--- src/ems_pkg.sv ---
package ems_pkg;

  // field and register widths
  localparam int TS_W       = 32;
  localparam int COUNT_W    = 32;
  localparam int PERIOD_W   = 20;
  localparam int RES_W      = 24;
  localparam int CFG_DATA_W = 24;
  localparam int CFG_IDX_W  = 1;
  localparam int SPEED_W    = 24;

  // speed datapath: |d| * res * 15625 / (dt * 1024)
  localparam int PROD_W   = COUNT_W + RES_W;
  localparam int SCALE_W  = 14;
  localparam int SPLIT    = PROD_W / 2;
  localparam int PART_W   = (PROD_W - SPLIT) + SCALE_W;
  localparam int FULL_W   = PROD_W + SCALE_W;
  localparam int DT_SHIFT = 10;

  // speed serial divider
  localparam int NUM_W  = FULL_W - DT_SHIFT;
  localparam int DEN_W  = TS_W;
  localparam int Q_W    = SPEED_W + 1;
  localparam int HI_W   = NUM_W - Q_W;
  localparam int STEP_W = $clog2(Q_W + 1);

  localparam logic [SCALE_W-1:0] SPEED_SCALE = 14'd15625;
  localparam logic [Q_W-1:0]     SPD_LIM_POS = 25'd8388607;
  localparam logic [Q_W-1:0]     SPD_LIM_NEG = 25'd8388608;

  localparam logic [PERIOD_W-1:0] PERIOD_RST = 20'd5000;
  localparam logic [RES_W-1:0]    RES_RST    = 24'd95630;

  localparam int WINDOW_LEN_DEF = 200;

  // configuration register indexes
  localparam logic [CFG_IDX_W-1:0] CFG_SAMPLE_PERIOD = 1'd0;
  localparam logic [CFG_IDX_W-1:0] CFG_RESOLUTION    = 1'd1;

  typedef enum logic [3:0] {
    ST_IDLE,
    ST_MUL,
    ST_PART,
    ST_SDIV,
    ST_SWAIT,
    ST_UPD,
    ST_MDIV,
    ST_MWAIT,
    ST_OUT
  } state_t;

  typedef struct packed {
    logic load;
    logic mul;
    logic part;
    logic start_spd;
    logic fin_spd;
    logic upd;
    logic start_mean;
    logic fin_mean;
  } lane_ctl_t;

endpackage

--- src/ems_div.sv ---
module ems_div (
  input  logic                      clk,
  input  logic                      rst_n,
  input  logic                      start,
  input  logic [ems_pkg::NUM_W-1:0] num,
  input  logic [ems_pkg::DEN_W-1:0] den,
  output logic                      done,
  output logic [ems_pkg::Q_W-1:0]   quot,
  output logic                      ovf
);
  import ems_pkg::*;

  logic              busy_r, busy_nxt;
  logic              done_r, done_nxt;
  logic [STEP_W-1:0] cnt_r, cnt_nxt;
  logic [DEN_W-1:0]  rem_r, rem_nxt;
  logic [DEN_W-1:0]  den_r, den_nxt;
  logic [Q_W-1:0]    sh_r, sh_nxt;
  logic              ovf_r, ovf_nxt;

  logic [HI_W-1:0]  hi;
  logic [DEN_W:0]   trial;
  logic             ge;

  assign hi    = num[NUM_W-1:Q_W];
  assign trial = {rem_r, sh_r[Q_W-1]};
  assign ge    = trial >= {1'b0, den_r};

  always_comb begin
    busy_nxt = busy_r;
    done_nxt = 1'b0;
    cnt_nxt  = cnt_r;
    rem_nxt  = rem_r;
    den_nxt  = den_r;
    sh_nxt   = sh_r;
    ovf_nxt  = ovf_r;
    if (start) begin
      // quotient beyond Q_W bits shows up as the top part not below the divisor
      busy_nxt = 1'b1;
      cnt_nxt  = STEP_W'(Q_W);
      rem_nxt  = hi[DEN_W-1:0];
      den_nxt  = den;
      sh_nxt   = num[Q_W-1:0];
      ovf_nxt  = hi >= HI_W'(den);
    end else if (busy_r) begin
      rem_nxt = ge ? DEN_W'(trial - {1'b0, den_r}) : trial[DEN_W-1:0];
      sh_nxt  = {sh_r[Q_W-2:0], ge};
      cnt_nxt = cnt_r - STEP_W'(1);
      if (cnt_r == STEP_W'(1)) begin
        busy_nxt = 1'b0;
        done_nxt = 1'b1;
      end
    end
  end

  always_ff @(posedge clk) begin
    if (!rst_n) begin
      busy_r <= 1'b0;
      done_r <= 1'b0;
      cnt_r  <= '0;
    end else begin
      busy_r <= busy_nxt;
      done_r <= done_nxt;
      cnt_r  <= cnt_nxt;
    end
  end

  always_ff @(posedge clk) begin
    rem_r <= rem_nxt;
    den_r <= den_nxt;
    sh_r  <= sh_nxt;
    ovf_r <= ovf_nxt;
  end

  assign done = done_r;
  assign quot = sh_r;
  assign ovf  = ovf_r;

endmodule

--- src/ems_lane.sv ---
module ems_lane #(
  parameter int WINDOW_LEN = ems_pkg::WINDOW_LEN_DEF
) (
  input  logic                               clk,
  input  logic                               rst_n,
  input  ems_pkg::lane_ctl_t                 ctl,
  input  logic signed [ems_pkg::COUNT_W-1:0] count,
  input  logic [ems_pkg::RES_W-1:0]          res,
  input  logic [ems_pkg::DEN_W-1:0]          dt,
  input  logic signed [ems_pkg::SPEED_W-1:0] old_speed,
  output logic signed [ems_pkg::SPEED_W-1:0] speed,
  output logic                               sat,
  output logic signed [ems_pkg::SPEED_W-1:0] mean,
  output logic                               div_done
);
  import ems_pkg::*;

  localparam int SUM_W = SPEED_W + $clog2(WINDOW_LEN);
  localparam logic [SUM_W:0]   MEAN_BIAS = (SUM_W + 1)'(WINDOW_LEN) << (SPEED_W - 1);

  // floor(x / WINDOW_LEN) as (x * RECIP) >> RSH, exact for every MU_W-bit x
  localparam int MU_W  = SUM_W + 1;
  localparam int RSH   = MU_W + $clog2(WINDOW_LEN);
  localparam int RCP_W = MU_W + 1;
  localparam int LO_W  = (RCP_W + 1) / 2;
  localparam int PP_W  = 2 * LO_W;
  localparam int MP_W  = MU_W + RCP_W;
  localparam logic [RCP_W-1:0] RECIP =
    RCP_W'(((64'd1 << RSH) + 64'(WINDOW_LEN) - 64'd1) / 64'(WINDOW_LEN));

  logic [COUNT_W-1:0]        last_r;
  logic signed [SUM_W-1:0]   sum_r, sum_nxt;
  logic                      neg_r;
  logic [COUNT_W-1:0]        mag_r;
  logic [PROD_W-1:0]         prod_r;
  logic [PART_W-1:0]         plo_r, phi_r;
  logic signed [SPEED_W-1:0] speed_r;
  logic                      sat_r;
  logic [PP_W-1:0]           pll_r, plh_r, phl_r, phh_r;
  logic signed [SPEED_W-1:0] mean_r;

  logic [COUNT_W-1:0] delta;
  logic [FULL_W-1:0]  full;
  logic [SUM_W:0]     mean_u;
  logic [MP_W-1:0]    mprod;
  logic               dv_start;
  logic [NUM_W-1:0]   dv_num;
  logic [DEN_W-1:0]   dv_den;
  logic [Q_W-1:0]     dv_quot;
  logic               dv_ovf;
  logic [Q_W-1:0]     lim;
  logic               clip;
  logic [SPEED_W-1:0] mag_sat;

  assign delta = count - last_r;

  // recombine the two partial products, drop the 1024 of the divisor
  assign full = FULL_W'(plo_r) + (FULL_W'(phi_r) << SPLIT);

  // bias makes the sum non-negative so a plain quotient gives the floor mean
  assign mean_u = $unsigned({sum_r[SUM_W-1], sum_r}) + MEAN_BIAS;

  // reciprocal product from the four registered partial products
  assign mprod = MP_W'(pll_r) + (MP_W'(plh_r) << LO_W) + (MP_W'(phl_r) << LO_W)
               + (MP_W'(phh_r) << PP_W);

  assign dv_start = ctl.start_spd;
  assign dv_num   = full[FULL_W-1:DT_SHIFT];
  assign dv_den   = dt;

  ems_div u_div (
    .clk   (clk),
    .rst_n (rst_n),
    .start (dv_start),
    .num   (dv_num),
    .den   (dv_den),
    .done  (div_done),
    .quot  (dv_quot),
    .ovf   (dv_ovf)
  );

  assign lim     = neg_r ? SPD_LIM_NEG : SPD_LIM_POS;
  assign clip    = dv_ovf || (dv_quot > lim);
  assign mag_sat = clip ? lim[SPEED_W-1:0] : dv_quot[SPEED_W-1:0];

  always_comb begin
    sum_nxt = sum_r;
    if (ctl.upd) begin
      sum_nxt = sum_r + SUM_W'(speed_r) - SUM_W'(old_speed);
    end
  end

  always_ff @(posedge clk) begin
    if (!rst_n) begin
      last_r <= '0;
      sum_r  <= '0;
    end else begin
      sum_r <= sum_nxt;
      if (ctl.load) begin
        last_r <= count;
      end
    end
  end

  always_ff @(posedge clk) begin
    if (ctl.load) begin
      neg_r <= delta[COUNT_W-1];
      mag_r <= delta[COUNT_W-1] ? (~delta + COUNT_W'(1)) : delta;
    end
    if (ctl.mul) begin
      prod_r <= PROD_W'(mag_r) * PROD_W'(res);
    end
    if (ctl.part) begin
      plo_r <= PART_W'(prod_r[SPLIT-1:0]) * PART_W'(SPEED_SCALE);
      phi_r <= PART_W'(prod_r[PROD_W-1:SPLIT]) * PART_W'(SPEED_SCALE);
    end
    if (ctl.fin_spd) begin
      speed_r <= neg_r ? -$signed(mag_sat) : $signed(mag_sat);
      sat_r   <= clip;
    end
    if (ctl.start_mean) begin
      pll_r <= PP_W'(mean_u[LO_W-1:0]) * PP_W'(RECIP[LO_W-1:0]);
      plh_r <= PP_W'(mean_u[LO_W-1:0]) * PP_W'(RECIP[RCP_W-1:LO_W]);
      phl_r <= PP_W'(mean_u[SUM_W:LO_W]) * PP_W'(RECIP[LO_W-1:0]);
      phh_r <= PP_W'(mean_u[SUM_W:LO_W]) * PP_W'(RECIP[RCP_W-1:LO_W]);
    end
    if (ctl.fin_mean) begin
      // remove the bias again: flip the top bit of the quotient
      mean_r <= $signed({~mprod[RSH+SPEED_W-1], mprod[RSH+SPEED_W-2:RSH]});
    end
  end

  assign speed = speed_r;
  assign sat   = sat_r;
  assign mean  = mean_r;

endmodule

--- config.mk ---
export PLATFORM = sky130hd
export DESIGN_NAME = ems_lane
export DESIGN_NICKNAME = d
export VERILOG_FILES = /design/src/ems_pkg.sv /design/src/ems_div.sv /design/src/ems_lane.sv
export SDC_FILE = /design/constraint.sdc
export NUM_CORES = 2
export LEC_CHECK = 0
export BUFFER_PORTS_ARGS = -buffer_cell sky130_fd_sc_hd__buf_2
export CORE_MARGIN = 8
export CORE_UTILIZATION = 45
export DETAILED_ROUTE_END_ITERATION = 8
export GPL_ROUTABILITY_DRIVEN = 0
export GPL_TIMING_DRIVEN = 0
export PLACE_DENSITY = 0.69
export SYNTH_ARGS = -nofsm -noshare
export SYNTH_HDL_FRONTEND = slang
export SYNTH_SLANG_ARGS = --single-unit
--- constraint.sdc ---
create_clock -name clk -period 18.2 [get_ports clk]
set_input_delay 0.91 -clock clk [delete_from_list [all_inputs] [get_ports clk]]
set_output_delay 0.91 -clock clk [all_outputs]
set_load 0.005 [all_outputs]
==> flow_metrics.tcl <==
set metrics [dict create \
    worstSkewPairLatency_ps 690 \
    hp-start "dt[22]" \
    hpwl_um 177000 \
    synth_seq_cells 476 \
    area_growth_pct 7.42 \
    path_common_cell "fa_1" \
    io_pins 172 \
    dr_wl_met2_um 98500 \
    grt_pass1_wl_um 329000 \
    clock_skew_ps 42.2 \
    die_area_sq_um 188000 \
    fp.coreArea_sq_um 174000 \
    grt_use_total_pct 22.2 \
    cts_hold_buffers 0 \
    synth_nets 10300 \
    overflow 0 \
    layout-drive-gt1-share_pct 4.47 \
    cts_setup_buffers 0 \
    hold-path-cell-count 1 \
    h-tree-depth 2 \
    postLayoutCellArea_sq_um 84300 \
    arrival_ps 9260 \
    worst_slew_pin_slew_ps 1300 \
    ant_nets 0 \
    final_max_slew_viol_count 0 \
    seq_area_frac_synth_pct 17.3 \
    wl_met1_um 82000 \
    start_util_pct 45.2 \
    maxCapViolCount 0 \
    num_vias 56900 \
    timing.final.crit_share_pct 48.6 \
    tns_ps 0 \
    multiInputGateArea_sq_um 57700 \
    seq_area_sq_um 13600 \
    critPathLaunchType "flip-flop" \
    layout_commonest_cell "inv_1" \
    outcome "completed" \
    path_cells "clkbuf_1, and2_1, fa_1, fa_1, inv_1, fa_1, fa_1, inv_1, fa_1, fa_1, inv_1, fa_1, inv_1, ha_1, nand2_1, or3_1, or3_1, o211a_1, o31a_2, nor4b_2, o31ai_1, a21oi_2, a311oi_1, xnor2_1" \
    hold_class "in -> reg" \
    routed_wirelength_um 209000 \
    setup_violations 0 \
    synth_cells 7878 \
    final_hold_viol_count 0 \
    grt_antenna_before_repair 28 \
    reg2reg_to "prod_r[54]$_DFFE_PP_" \
    firstDrtPassIters 6 \
    reg2reg_depth 24 \
    path_class "reg -> reg" \
    syn_area_sq_um 78400 \
    path_clk_slew_ps 60 \
    highest_layer "met5" \
    post-route-min-period_ps 8840 \
    cts-root-buf "clkbuf_16" \
    crit_slowest_cell "clkbuf_1" \
    fmax_mhz 113 \
    wl_met3_um 15700 \
    cts_sinks 476 \
    fillerInstances 15900 \
    grt_pass1_vias 60100 \
    nets 10500 \
    r2r-start "mag_r[15]$_DFFE_PP_" \
    route.detailed.drc 0 \
    ctsResizeCount 0 \
    via_per_inst 5.42 \
    yosys_warnings 0 \
    cts_buffers 59 \
    grt_max_degree 76 \
    ys.flop_type "edfxtp_1" \
    path_max_fanout 10 \
    synth_edf_count 405 \
    port_buffers 171 \
    std_cell_rows 153 \
    fin_hold_ws_ps 420 \
    mostFrequentLayoutCells "inv_1, fa_1, ha_1, nand2_1, and2_1" \
    clockBufferDepth 3 \
    wire_per_inst_um 19.9 \
    holdPathEnd "u_div.den_r[22]$_DFFE_PP_" \
    worstPathRequired_ps 18630 \
    cts_tree "built" \
    slowest_delay_ps 810 \
    drt_iter0_markers 3973 \
    placed_area_sq_um 82300 \
    rrSetupSlack_ps 9360 \
    rsz0062_at_grt "false" \
    slew_headroom_pct 10.8 \
    synth.avg_cell_area_sq_um 9.96 \
    endpoint_kind "flip-flop" \
    ys_types 92 \
    die_w_um 434 \
    die_h_um 434 \
    synthArstFlopShare_pct 0 \
]
critical path: cells and delay by family (launching register included):
family / cells / cell delay [ps]
fa+ha+maj: 8 / 3980
simple gates: 5 / 1610
compound gates: 5 / 1190
buf+inv: 5 / 1090
flops: 1 / 570
xor+xnor: 1 / 150
through the flow:
stage,worst slack (ps),instances,utilization (%)
floorplan,10430,7878,-
finish,9360,10500,48.5
CTS,9660,10500,48.5
global placement,9130,10400,47.3
detailed placement,9190,10400,47.4
global route,9240,10500,48.5
Yosys cell counts, types with 117 or more instances:
library cell	n	share of area, %
nand2_1	565	2.7
fa_1	1253	32
a21o_1	177	1.7
a21oi_1	324	2.1
ha_1	1028	16
and2_1	409	3.3
inv_1	1694	8.1
o21ai_0	159	1.0
nor2_1	219	1.0
edfxtp_1	405	16
clkbuf_1	193	0.92
xnor2_1	250	2.8
xor2_1	117	1.3
metal layers:
layer	GRT usage [%]	up-vias
met5	0	-
met4	11.6	6
met3	3.94	644
met2	37.0	2166
met1	27.5	28400
li1	-	25700
flip-flops by register name, indices dropped and copies added (netlist names):
name          cells
u_div.cnt_r       5
neg_r             1
sum_r            32
plo_r            32
phh_r            30
plh_r            33
mag_r            32
speed            24
u_div.rem_r      32
sat               1
last_r           32
prod_r           56
u_div.busy_r      1
u_div.ovf         1
u_div.quot       25
u_div.done        1
phl_r            27
pll_r            13
u_div.den_r      32
mean             24
phi_r            42
logic make-up (layout without fill, tap and decap cells):
| logic type | count (synthesis) | in the layout | share of synthesized area, % |
|---|---|---|---|
| other | 0 | 16 | 0 |
| AO/OA/AOI/OAI | 1037 | 1037 | 8.72 |
| AND/OR/NAND/NOR | 1712 | 1712 | 11.0 |
| buffers and inverters | 1910 | 2193 | 9.19 |
| adder cells (fa/ha/maj) | 2281 | 2281 | 48.4 |
| XOR/XNOR | 368 | 368 | 4.12 |
| flip-flops | 476 | 476 | 17.3 |
| multiplexers | 94 | 94 | 1.24 |
worst max-delay path by stage:
stage	start	cells past startpoint	slack (ps)	end
2_1_floorplan	res[3]	26	10430	prod_r[54]$_DFFE_PP_
3_3_place_gp	res[9]	27	9130	prod_r[54]$_DFFE_PP_
3_5_place_dp	res[9]	27	9190	prod_r[54]$_DFFE_PP_
4_1_cts	mag_r[15]$_DFFE_PP_	24	9660	prod_r[54]$_DFFE_PP_
5_1_grt	mag_r[15]$_DFFE_PP_	26	9240	prod_r[54]$_DFFE_PP_
6_report	mag_r[15]$_DFFE_PP_	24	9360	prod_r[54]$_DFFE_PP_
final cells by class:
cell class / count / share of cell area, %
inverter: 1696 / 7.55
sequential: 476 / 16.1
tap: 2325 / 3.45
clock inverter: 43 / 0.554
buffer: 214 / 1.00
antenna: 16 / 0.0475
multi-input combinational: 5492 / 68.4
timing repair buffer: 172 / 1.05
clock buffer: 68 / 1.79
Power is not shown: default switching activity piles up to over one toggle a cycle in this logic, so the estimate is an artifact.
